### src/hw/rtl/dpp_delay.sv
// ----------------------------------------------------------------------------
// dpp_delay
// Side-band delay line with valid bits, kept in step with an arithmetic unit.
// ----------------------------------------------------------------------------
module dpp_delay #(
	parameter int W = 8,
	parameter int D = 4
) (
	input  logic         clk,
	input  logic         arst_n,
	input  logic         en,
	input  logic         vld_in,
	input  logic [W-1:0] data_in,
	output logic         vld_out,
	output logic [W-1:0] data_out
);
	logic         vld_q  [D];
	logic [W-1:0] data_q [D];

	always_ff @(posedge clk or negedge arst_n) begin
		if (!arst_n) begin
			for (int i = 0; i < D; i++) vld_q[i] <= 1'b0;
		end else if (en) begin
			vld_q[0] <= vld_in;
			for (int i = 1; i < D; i++) vld_q[i] <= vld_q[i-1];
		end
	end

	always_ff @(posedge clk) begin
		if (en) begin
			data_q[0] <= data_in;
			for (int i = 1; i < D; i++) data_q[i] <= data_q[i-1];
		end
	end

	assign vld_out  = vld_q[D-1];
	assign data_out = data_q[D-1];

endmodule

### config.mk
export PLATFORM = sky130hd
export DESIGN_NAME = dpp_delay
export DESIGN_NICKNAME = d
export VERILOG_FILES = /design/src/hw/rtl/dpp_delay.sv
export SDC_FILE = /design/constraint.sdc
export NUM_CORES = 1
export LEC_CHECK = 0
export ABC_AREA = 1
export BUFFER_PORTS_ARGS = -buffer_cell sky130_fd_sc_hd__buf_2
export CAP_MARGIN = 20
export CORE_ASPECT_RATIO = 1.4
export CORE_MARGIN = 1
export CORE_UTILIZATION = 52
export DETAILED_ROUTE_END_ITERATION = 8
export PLACE_DENSITY = 0.85
export REMOVE_ABC_BUFFERS = 1
export SLEW_MARGIN = 20
export SYNTH_ARGS = -nofsm -noshare
export SYNTH_HDL_FRONTEND = slang
export SYNTH_SLANG_ARGS = --single-unit
### constraint.sdc
create_clock -name clk -period 1.7 [get_ports clk]
set_clock_uncertainty 0.15 [all_clocks]
set_input_delay 0.34 -clock clk [delete_from_list [all_inputs] [get_ports clk]]
set_output_delay 0.34 -clock clk [all_outputs]
set_load 0.005 [all_outputs]
### Yosys cells after proc, flatten, opt, wreduce, memory -nomap -nowiden

Memories as Yosys holds them, arrays and structs flattened.
Cells that the tools add are included.
W data, S select, Z words.

| cells by class | value |
|---|---|
| mux-type cells | 2 |

Operators with widths:

| cell | count |
|---|---|
| $mux W1 | 2 |

| word-level totals | value |
|---|---|
| word-level logic and storage cells | 7 |
| output and inout bits | 9 |
| flip-flop bits (word level) | 4 |
| memories | 1 |
| input bits | 12 |
| RAM bits | 32 |

Memories:

| name | words | width | read ports | clocked after Yosys merged registers in | wr ports | line | text |
|---|---|---|---|---|---|---|---|
| data_q | 4 | 8 | 4 | 0 | 4 | 18 | `logic [W-1:0] data_q [D];` |

### Logic depth before layout (Yosys ltp)

| logic depth | value |
|---|---|
| word-level depth | 2 |
| depth in mapped cells | 3 |

### Worst setup path before layout

OpenSTA, ideal clock, no wires.

| timing | value |
|---|---|
| path kind | flip-flop to output port |
| start | register vld_q, in the netlist vld_out |
| end | output vld_out |
| data arrival time | 0.361 ns |
| setup slack | 0.849 ns |
| stages on the path, launching flop included | 1 |
| cell sequence | dfrtp_1 |

RTL lines:

| item | line | text |
|---|---|---|
| start, declared | 17 | `logic vld_q [D];` |
| end, declared | 14 | `output logic vld_out,` |

No word-level cell between the ends.

==> Implementation_results.wiki <==
{| class="wikitable"
! Metric !! Value
|-
| Antenna violations before repair || 0
|-
| Number of synthesized register bits || 36
|-
| Class of the tightest hold or removal check || in -> reg
|-
| Critical path data required time || 1210 ps
|-
| Tcrit/Tclk final || between 70 and 80%
|-
| Final HPWL from detailed placement || between 700 and 800 um
|-
| Share of the synthesized area in compound gates (AO/OA/AOI/OAI) || 0%
|-
| Final hold violation count || 0
|-
| Overall power consumption || approximately 1.6 mW
|-
| Mux cell area share after synthesis || 0%
|-
| Busiest metal layer after global routing || met2
|-
| Residual DRC || 0
|-
| Placed insts || just over 90
|-
| Mean routed wirelength per cell || about 13 um
|-
| Clock Tree Root || sky130_fd_sc_hd__clkbuf_4
|-
| Pre-Repair DR Iteration Count || 4
|-
| Setup crit start kind || register
|-
| Cells after Synth || 49
|-
| Count of antenna-violating nets left after detailed routing || 0
|-
| Worst slew margin || 88.1%
|-
| Outcome || finished, final reports clean
|-
| Starting density of the core || 55.6%
|-
| Critical path buffer and inverter count || 1
|-
| Met1 GRT Util || approximately 17%
|-
| Static power due to leakage || roughly 0.53 nW
|-
| Total of buffers placed on input and output ports || 20
|-
| Unrepaired setup endpoints after global routing || false
|-
| First-pass GRT wire length || roughly 2000 um
|-
| Most used cells in the layout excluding fill and tap cells || sky130_fd_sc_hd__edfxtp_1, sky130_fd_sc_hd__buf_2, sky130_fd_sc_hd__nand2_1
|-
| Number of global-route vias before repair || slightly below 500
|-
| Maximum number of pins on one net before global-route repair || 38
|-
| Startpoint of the most critical setup path || data_q[3][1]$_DFFE_PP_
|-
| Slew of the pin with the lowest slew margin || around 180 ps
|-
| Chain of cells forming the critical path || buf_2
|-
| Crit end category || primary output
|-
| Synth warnings || 0
|-
| Core area || about 2000 um^2
|-
| Hold path depth || 1
|-
| Leading cell type in the layout, fill and taps excluded || sky130_fd_sc_hd__edfxtp_1
|-
| Worst-Skew Late Latency || ~330 ps
|-
| Max_cap viols || 0
|-
| Final weighted congestion in routability-driven placement || between 0.5 and 0.6
|-
| Top-area cell type share of the netlist area || about 87%
|-
| Fraction of the yosys area taken by sequential cells || a little over nine tenths
|-
| Cell accounting for the most synthesized area || sky130_fd_sc_hd__edfxtp_1
|-
| Setup TNS Final || 0 ps
|-
| Total vias in the final route || ~490
|-
| Clk sink count || 36
|-
| TritonCTS clock tree || done
|-
| Critical path's largest stage delay || a little under 400 ps
|-
| Maximum resistive drop on vdd || slightly above 0.0009 V
|-
| Inserted Clock Buffers || 5
|-
| Maximum buffer depth of the clock tree || 2
|-
| Number of endpoints failing setup at the final stage || 0
|-
| Main area contributors after synthesis || sky130_fd_sc_hd__edfxtp_1, sky130_fd_sc_hd__dfrtp_1, sky130_fd_sc_hd__nand2_1
|-
| Basic-gate share of the synthesized area counting and, or, nand and nor cells || 4.06%
|-
| Die Span Y || between 50 and 60 um
|-
| Slew Limit Fails || 0
|-
| Kind of cell adding the most delay to the critical path || flip-flops
|-
| H-Tree Level Count || 2
|-
| Mean instance size in the synthesized netlist || ~23 um^2
|-
| GRT Resource Usage Total || 15.0%
|-
| Antenna fix cells || 0
|-
| R2R depth || 0
|-
| Net count, final || 90
|-
| Met3 track demand over resource in global routing || 9.49%
|-
| Die Area || 2330 um^2
|-
| Power density normalized to cell area || 1180 nW/um^2
|-
| Maximum fanout count along the critical path || 1
|-
| Post-synthesis share of cell area spent on xor and xnor gates || 0%
|-
| Post-Synth Adder-Cell Area || 0%
|-
| Standard cell with the maximum stage delay on the critical path || sky130_fd_sc_hd__edfxtp_1
|-
| Synth cell types || 4
|-
| Startpoint of the tightest hold check path || data_in[4]
|-
| Netlist Area Pre-Place || between 1000 and 1500 um^2
|-
| Layout cells sized above 1 || 35.4%
|-
| Post-Layout Cell Count || 100
|-
| Congestion Overflow GR || 0
|-
| DRC marker count from the first detailed-route iteration || 13
|-
| Arrival time reported for the critical path endpoint || 850 ps
|-
| Class of the most critical setup path || reg -> out
|-
| Met2 Track Usage GR || 19.4%
|-
| Beginning of the worst register-to-register path || data_q[0][7]$_DFFE_PP_
|-
| Largest family of logic cells by synthesized area || simple AND/OR/NAND/NOR gates
|-
| Die X-Extent || 41.0 um
|-
| Number of rows created at floorplan || 19
|-
| Shortest clock period the worst path allows after layout || approximately 1300 ps
|-
| Clock-pin transition on the worst setup and hold timing paths || approximately 90 ps
|-
| Cell count along the critical path || 1
|-
| Routed wire length || roughly 1300 um
|-
| Average vias per placed instance || between 4 and 5
|-
| Post-synthesis to final-layout area growth || 19.4%
|-
| Number of top-level pins || 21
|-
| Maximum clock frequency || approximately 750 MHz
|-
| Post-CTS Setup Inserts || 0
|}
-- state kept, by name (all words and copies together) (netlist names) --
| register | count |
|---|---|
| data_q | 32 |
| vld_out | 1 |
| vld_q | 3 |
-- cells by family (layout without fill, tap and decap cells) --
kind of cell / count (synthesis) / after routing
buf+inv: 1 / 31
flops: 36 / 36
simple gates: 12 / 12
-- what timing repair did --
item	4_1_cts	5_1_grt
endpoints found under the setup margin	0	0
hold buffers	1	0
hold endpoints to repair	4	0
gates resized for setup	0	0
-- path summary, 6_finish.rpt --
path | endpoint | slack, ps
min reg2reg | data_q[2][4]$_DFFE_PP_ | 270
max in group asynchronous | vld_q[3]$_DFFE_PN0P_ | 1090
min in group asynchronous | vld_q[2]$_DFFE_PN0P_ | 190
max reg2reg | data_q[1][7]$_DFFE_PP_ | 900
max | data_out[1] | 360
min | data_q[0][4]$_DFFE_PP_ | 30
-- metal layers --
| layer | part of all wire [%] | vias up |
|---|---|---|
| li1 | - | 238 |
| met1 | 34 | 223 |
| met2 | 54 | 27 |
| met3 | 7.5 | 6 |
| met4 | 4.2 | 0 |
| met5 | 0 | - |
-- per-stage QoR --
step                      setup slack (ps)  area, um^2  hold slack, ps  util, %
after floorplan                        849        1110            -106        -
after global placement                 592        1260           -6.47     62.9
after detailed placement               578        1260           -2.68     62.9
after CTS                              331        1330            10.9     66.4
after global routing                   302        1330            9.04     66.4
final                                  361        1330            31.0     66.4
-- synthesized netlist by cell type, drive strengths merged --
| master | instances |
|---|---|
| edfxtp | 32 |
| nand2 | 12 |
| dfrtp | 4 |
| inv | 1 |
-- power by group --
group / internal (mW) / switching (mW) / leakage [nW]
clock network: 0.204 / 0.246 / 0.0326
logic: 0.0288 / 0.0332 / 0.131
registers: 1.03 / 0.0185 / 0.364
total: 1.27 / 0.298 / 0.528
-- layout make-up --
cell class | instances | area, um^2
Clock buffer | 8 | 58.8
Inverter | 1 | 3.75
Tap cell | 21 | 26.3
Sequential cell | 36 | 1060
Multi-Input combinational cell | 12 | 45.0
Fill cell | 140 | 672
Timing Repair Buffer | 22 | 130
Power figures use the tool's default switching activity.
