### config.mk
export PLATFORM = sky130hd
export DESIGN_NAME = dpp_isqrt
export DESIGN_NICKNAME = d
export VERILOG_FILES = /design/src/hw/rtl/dpp_pkg.sv /design/src/hw/rtl/dpp_isqrt.sv
export SDC_FILE = /design/constraint.sdc
export NUM_CORES = 2
export LEC_CHECK = 0
export BUFFER_PORTS_ARGS = -buffer_cell sky130_fd_sc_hd__buf_2
export CORE_UTILIZATION = 60
export DETAILED_ROUTE_END_ITERATION = 8
export PLACE_DENSITY_LB_ADDON = 0.25
export REMOVE_ABC_BUFFERS = 1
export SKIP_LAST_GASP = 1
export SLEW_MARGIN = 40
export SYNTH_ARGS = -nofsm -noshare
export SYNTH_HDL_FRONTEND = slang
export SYNTH_MEMORY_MAX_BITS = 65536
export SYNTH_SLANG_ARGS = --single-unit
### constraint.sdc
create_clock -name clk -period 4.2 [get_ports clk]
set_input_delay 0.42 -clock clk [delete_from_list [all_inputs] [get_ports clk]]
set_output_delay 0.42 -clock clk [all_outputs]
set_load 0.02 [all_outputs]
### src/hw/rtl/dpp_pkg.sv
// ----------------------------------------------------------------------------
// dpp_pkg
// Shared widths, register indexes, pixel side-band type and output saturation
// for the depth pixel to point pipeline.
// ----------------------------------------------------------------------------
package dpp_pkg;

	localparam int TAN_W   = 18;
	localparam int REF_W   = 13;
	localparam int SCALE_W = 16;
	localparam int DEPTH_W = 16;
	localparam int COL_W   = 8;
	localparam int CFG_W   = 18;
	localparam int ADDR_W  = 3;
	localparam int VEC_W   = 31;
	localparam int N2_W    = 64;
	localparam int ROOT_W  = 32;
	localparam int DEN_W   = ROOT_W + SCALE_W;
	localparam int PNUM_W  = 64;
	localparam int PQ_W    = 24;
	localparam int OUT_W   = 24;

	localparam logic [VEC_W-1:0] VEC_MAX = {VEC_W{1'b1}};
	localparam logic [OUT_W-1:0] OUT_POS_MAX = {1'b0, {(OUT_W-1){1'b1}}};
	localparam logic [OUT_W-1:0] OUT_NEG_MAG = {1'b1, {(OUT_W-1){1'b0}}};

	typedef enum logic [ADDR_W-1:0] {
		REG_TAN_H   = 3'd0,
		REG_TAN_V   = 3'd1,
		REG_WIDTH   = 3'd2,
		REG_HEIGHT  = 3'd3,
		REG_SCALE   = 3'd4
	} dpp_reg_t;

	typedef struct packed {
		logic               frame_end;
		logic [DEPTH_W-1:0] depth;
		logic [COL_W-1:0]   red;
		logic [COL_W-1:0]   green;
		logic [COL_W-1:0]   blue;
	} dpp_pix_t;

	function automatic logic [OUT_W-1:0] sat_out(input logic [PQ_W-1:0] q,
		input logic ovf, input logic neg);
		logic [OUT_W-1:0] mag;
		begin
			if (neg) begin
				mag = (ovf || q > OUT_NEG_MAG) ? OUT_NEG_MAG : q;
				sat_out = OUT_W'(0) - mag;
			end else begin
				sat_out = (ovf || q > OUT_POS_MAX) ? OUT_POS_MAX : q;
			end
		end
	endfunction

endpackage

### src/hw/rtl/dpp_isqrt.sv
// ----------------------------------------------------------------------------
// dpp_isqrt
// Floor square root of a 64-bit value, digit by digit, one root bit per stage.
// ----------------------------------------------------------------------------
module dpp_isqrt (
	input  logic                       clk,
	input  logic                       en,
	input  logic [dpp_pkg::N2_W-1:0]   val,
	output logic [dpp_pkg::ROOT_W-1:0] root
);
	import dpp_pkg::*;

	localparam int RW = ROOT_W + 2;

	logic [N2_W-1:0]   val_q  [ROOT_W+1];
	logic [RW-1:0]     rem_q  [ROOT_W+1];
	logic [ROOT_W-1:0] root_q [ROOT_W+1];

	always_ff @(posedge clk) begin
		if (en) begin
			val_q[0]  <= val;
			rem_q[0]  <= '0;
			root_q[0] <= '0;
		end
	end

	for (genvar k = 1; k <= ROOT_W; k++) begin : g_stage
		logic [RW+1:0] remn;
		logic [RW+1:0] trial;
		logic [RW+1:0] diff;
		logic          take;

		assign remn  = {rem_q[k-1], val_q[k-1][N2_W-1:N2_W-2]};
		assign trial = (RW + 2)'({root_q[k-1], 2'b01});
		assign take  = remn >= trial;
		assign diff  = remn - trial;

		always_ff @(posedge clk) begin
			if (en) begin
				val_q[k]  <= {val_q[k-1][N2_W-3:0], 2'b00};
				rem_q[k]  <= take ? diff[RW-1:0] : remn[RW-1:0];
				root_q[k] <= {root_q[k-1][ROOT_W-2:0], take};
			end
		end
	end

	assign root = root_q[ROOT_W];

endmodule

=== Yosys cells after proc, flatten, opt, wreduce, memory -nomap -nowiden ===
Memories as Yosys holds them, arrays and structs flattened.
Cells that the tools add are included.

* Flip-flop bits (word level): 0
* RAM bits: 4290
* Bits of input ports: 66
* Word-level logic and storage cells: 101
* Memories kept: 3

* Add/sub/neg operators: 32
* $lt $le $gt $ge: 32
* Muxes and demuxes: 34

{| class="wikitable"
|+ Memories
! memory !! depth !! bits a word !! read ports !! clocked after memory_dff !! write ports !! line !! source
|-
| val_q || 33 || 64 || 32 || 0 || 33 || dpp_isqrt.sv:15 || <nowiki>logic [N2_W-1:0] val_q [ROOT_W+1];</nowiki>
|-
| rem_q || 33 || 34 || 32 || 0 || 33 || dpp_isqrt.sv:16 || <nowiki>logic [RW-1:0] rem_q [ROOT_W+1];</nowiki>
|-
| root_q || 33 || 32 || 33 || 0 || 33 || dpp_isqrt.sv:17 || <nowiki>logic [ROOT_W-1:0] root_q [ROOT_W+1];</nowiki>
|}

{| class="wikitable"
|+ Operators with widths
! cell !! number
|-
| >= comparator 36 x 34 -> 1 bit || 32
|-
| two-way mux 34 bit || 32
|-
| subtractor 34 bit || 32
|-
| two-way mux 1 bit || 2
|}

=== Logic depth before layout (Yosys ltp) ===
An unclocked memory read counts as a cell.

* Depth after elaboration: 3
* Gate-level depth with buffers: 15

=== Worst setup path after synthesis ===
Ideal clock, no wire load.

* Kind: reg-to-reg
* Start: memory rem_q[0][823] in the netlist's numbering
* End: memory rem_q[0][866] in the netlist's numbering, data pin
* Arrival: 2.990 ns
* Data required time: 3.938 ns
* Setup slack: 0.948 ns
* Stages on the path, launching flop included: 11
* Path through: edfxtp_1 ha_1 a21o_1 a221o_1 a31o_2 or3_1 a21bo_2 a21oi_1 clkbuf_1 buf_2 o21ai_0

{| class="wikitable"
|+ RTL lines
! item !! line
|-
| start: declaration || dpp_isqrt.sv:16
|}

==> out/qor.csv <==
stage,metric,value,unit
setup_path,cp.required,4.83,ns
clocking,post_cts_resized,0,
logic_synthesis,yosysWarnings,0,
run,drv_cap,0,
logic_synthesis,yosysUniqueCellTypes,109,
setup_path,path_delay_family,compound AO/OA/AOI/OAI gates,
global_route,grt_antenna_before_repair,1,
logic_synthesis,synth_seq_cells,2587,
setup_path,timing.rr.start,root_q[0][800]$_DFFE_PP_,
global_route,grt_pass1_vias,73300,
clocking,hold_buffers,65,
global_route,grt_pass1_wl,397,mm
sta,finalHoldViolations,0,
setup_path,endpoint,rem_q[0][888]$_DFFE_PP_,
setup_path,cpMaxStageDelayCell,o31ai_1,
sta,slew_headroom,41.1,%
setup_path,critPathBufInv,3,
setup_path,worstSetupPathType,flop to flop,
routing,drc_errors,0,
finish,multi_input_area,38600,um2
place,hpwlAfterDp,181,mm
clocking,clk_pin_slew,0.06,ns
clocking,htreeDepth,5,
place,gp_congestion,0.977,
sta,finalSetupViolCount,0,
setup_path,arrival,4.58,ns
routing,wl_per_cell,20.5,um
power,p_sw_share,27.7,%
setup_path,cp-end-kind,flop,
sta,fin_skew,0.0728,ns
setup_path,crit_start,root_q[0][800]$_DFFE_PP_,
routing,totalWireLength,254,mm
routing,via_per_inst,5.83,
power,power_density,540,nW/um2
power,clkPwrFrac,32.6,%
logic_synthesis,synth_area,120000,um2
die,io-pin-count,98,
logic_synthesis,yosysSeqAreaShare,64.9,%
finish,seqCellArea,77700,um2
global_route,grt_use_total,25.4,%
place,portBuffers,97,
routing,vias,72200,
setup_path,reg2reg_depth,12,
setup_path,worst-path-stages,12,
finish,layout-drive-gt1-share,8.25,%
die,fp.coreArea,198000,um2
min_path,min_path_type,input port to flop,
setup_path,crit_path_start_kind,flop,
power,irDropWorstVdd,0.000470,V
routing,drt_pass1_iterations,8,
clocking,numCtsBuffers,283,
routing,first_iter_violations,5721,
clocking,cts-root-buf,clkbuf_16,
setup_path,ff2ff_setup_slack,0.25,ns
clocking,cts_tree,yes,
outcome,outcome,finished clean,
power,internal_power,52000,uW
power,p_sw,20000,uW
logic_synthesis,yosys-top-cells-area,"edfxtp_1 65%, ha_1 5.9%, xor2_1 3.3%",
setup_path,reg2reg_to,rem_q[0][888]$_DFFE_PP_,
setup_path,worstPathCellList,inv_1 > ha_1 > nor2b_1 > o31a_1 > o31a_1 > o31ai_1 > o21ai_0 > buf_4 > a21oi_4 > buf_4 > a211oi_1 > a21o_1,
clocking,clk-insertion-delay-late,0.95,ns
die,die_w,448,um
clocking,cts.path.max_buffers,4,
die,floorplan.initialDensity,60.5,%
logic_synthesis,synthArstFlopShare,0,%
sta,min_period_over_period,94.0,%
clocking,cts_sinks,2587,
sta,tns,0,ns
sta,min_period,3.95,ns
sta,rsz0062_at_grt,false,
routing,drtAntennaViolNets,0,
setup_path,critPathMaxFanout,17,
power,p_leak,0.0514,uW
logic_synthesis,avgSynthCellArea,13.1,um2
sta,fmax,0.253,GHz
die,std_cell_rows,163,
power,p_seq_share,47.9,%
die,dieArea,201000,um2
logic_synthesis,netlist_instances,9131,
sta,drv_slew,0,
finish,nNetsFinal,10200,
logic_synthesis,yosysTopAreaCellShare,64.9,%
clocking,cts_setup_buffers,0,
logic_synthesis,dominantRegCellSynth,edfxtp_1,
global_route,grt_max_degree,128,
finish,fillers,13700,
setup_path,max_stage_delay,0.54,ns
power,power_frac_comb,19.4,%
sta,worst-slew-pin-transition,0.881,ns
die,die_height,448,um
logic_synthesis,synth-edff-count,2587,
finish,syn_to_final_growth,11.6,%
global_route,grt-ovfl-total,0,
power,power,72000,uW
logic_synthesis,synth_top_area_cell,edfxtp_1,
worst min-delay path by stage:
stage | from | slack (ns) | depth (start not counted) | to
after floorplan | val_q[0][934]$_DFFE_PP_ | 0.40 | 0 | val_q[0][1000]$_DFFE_PP_
after global placement | val_q[0][266]$_DFFE_PP_ | 0.40 | 0 | val_q[0][332]$_DFFE_PP_
after detailed placement | val_q[0][938]$_DFFE_PP_ | 0.40 | 0 | val_q[0][1004]$_DFFE_PP_
after CTS | val[58] | 0.1 | 2 | val_q[0][58]$_DFFE_PP_
after global routing | val[27] | 0.14 | 2 | val_q[0][27]$_DFFE_PP_
final | val[58] | 0.17 | 2 | val_q[0][58]$_DFFE_PP_
worst register-to-register path, cell delays in order (launching register included):
cell and delay [ns]:
edfxtp_1 0.50, inv_1 0.09, ha_1 0.34, nor2b_1 0.17
o31a_1 0.27, o31a_1 0.31, o31ai_1 0.54, o21ai_0 0.20
buf_4 0.20, a21oi_4 0.52, buf_4 0.30, a211oi_1 0.07
a21o_1 0.18
logic make-up after synthesis:
family	share of synthesized area, %
AND/OR/NAND/NOR	9.79
multiplexers	0.678
other	0.00314
AO/OA/AOI/OAI	9.77
buffers and inverters	2.82
XOR/XNOR	6.11
adder cells (fa/ha/maj)	5.88
flip-flops	64.9
layer usage:
| layer | vias up | GRT usage, % | share of wire (%) |
|---|---|---|---|
| met4 | 0 | 15.5 | 6.6 |
| li1 | 34700 | - | - |
| met5 | - | 0 | 0 |
| met2 | 1956 | 47.0 | 53 |
| met1 | 34800 | 27.3 | 37 |
| met3 | 710 | 3.58 | 3.9 |
stage by stage:
step	instance area [um2]	setup WS, ns	utilization (%)	hold slack (ns)	cells
finish	133000	0.251	67.5	0.174	12400
global route	133000	0.0601	67.5	0.139	12400
CTS	133000	0.209	67.5	0.0974	12400
detailed placement	124000	0.247	62.8	0.405	11800
global placement	124000	0.137	62.8	0.400	11800
floorplan	119000	-1.53	-	0.400	8962
registers in the layout, indices dropped and copies added (netlist names):
signal / count
rem_q: 1003
root_q: 528
val_q: 1056
synth_stat cells (132+ instances only):
library cell,number
o21ai_0,483
nand2_1,640
nor3_1,239
nor2_1,501
inv_1,709
xnor2_1,382
a21oi_1,548
a21o_1,257
edfxtp_1,2587
ha_1,562
xor2_1,453
nor4_1,132
power groups by stage:
stage / sequential, uW / combinational (uW) / clock [uW]
finish: 34500 / 14000 / 23500
floorplan: 34100 / 9940 / 0
detailed placement: 35000 / 13700 / 0
global route: 34800 / 15500 / 25000
global placement: 34900 / 13400 / 0
CTS: 34500 / 13900 / 24000
cell type report:
cell class | instances | area share (%)
Antenna cell | 4 | 0.00750
Clock buffer | 336 | 5.49
Clock inverter | 143 | 1.01
Inverter | 712 | 2.00
Multi-Input combinational cell | 5663 | 29.0
Sequential cell | 2587 | 58.2
Tap cell | 2640 | 2.47
Timing Repair Buffer | 297 | 1.87
cells in the final DEF (no fill, tap or decap), drive strengths merged, types with 15 or more instances in the layout:
| cell type | count |
|---|---|
| a2111oi | 15 |
| a211o | 15 |
| a211oi | 60 |
| a21boi | 18 |
| a21o | 257 |
| a21oi | 549 |
| a31o | 15 |
| a31oi | 49 |
| and2 | 34 |
| and3 | 60 |
| buf | 232 |
| bufinv | 23 |
| clkbuf | 336 |
| clkinv | 104 |
| dlygate4sd3 | 65 |
| edfxtp | 2587 |
| ha | 562 |
| inv | 720 |
| mux2 | 64 |
| nand2 | 640 |
| nand2b | 106 |
| nand3 | 118 |
| nand3b | 28 |
| nand4 | 85 |
| nor2 | 502 |
| nor2b | 90 |
| nor3 | 241 |
| nor3b | 18 |
| nor4 | 140 |
| o211ai | 35 |
| o21a | 86 |
| o21ai | 486 |
| o21bai | 54 |
| o31a | 19 |
| o31ai | 70 |
| or2 | 61 |
| or3 | 94 |
| or4 | 56 |
| xnor2 | 382 |
| xor2 | 453 |
Note: power is estimated with default switching activity, not from simulation.
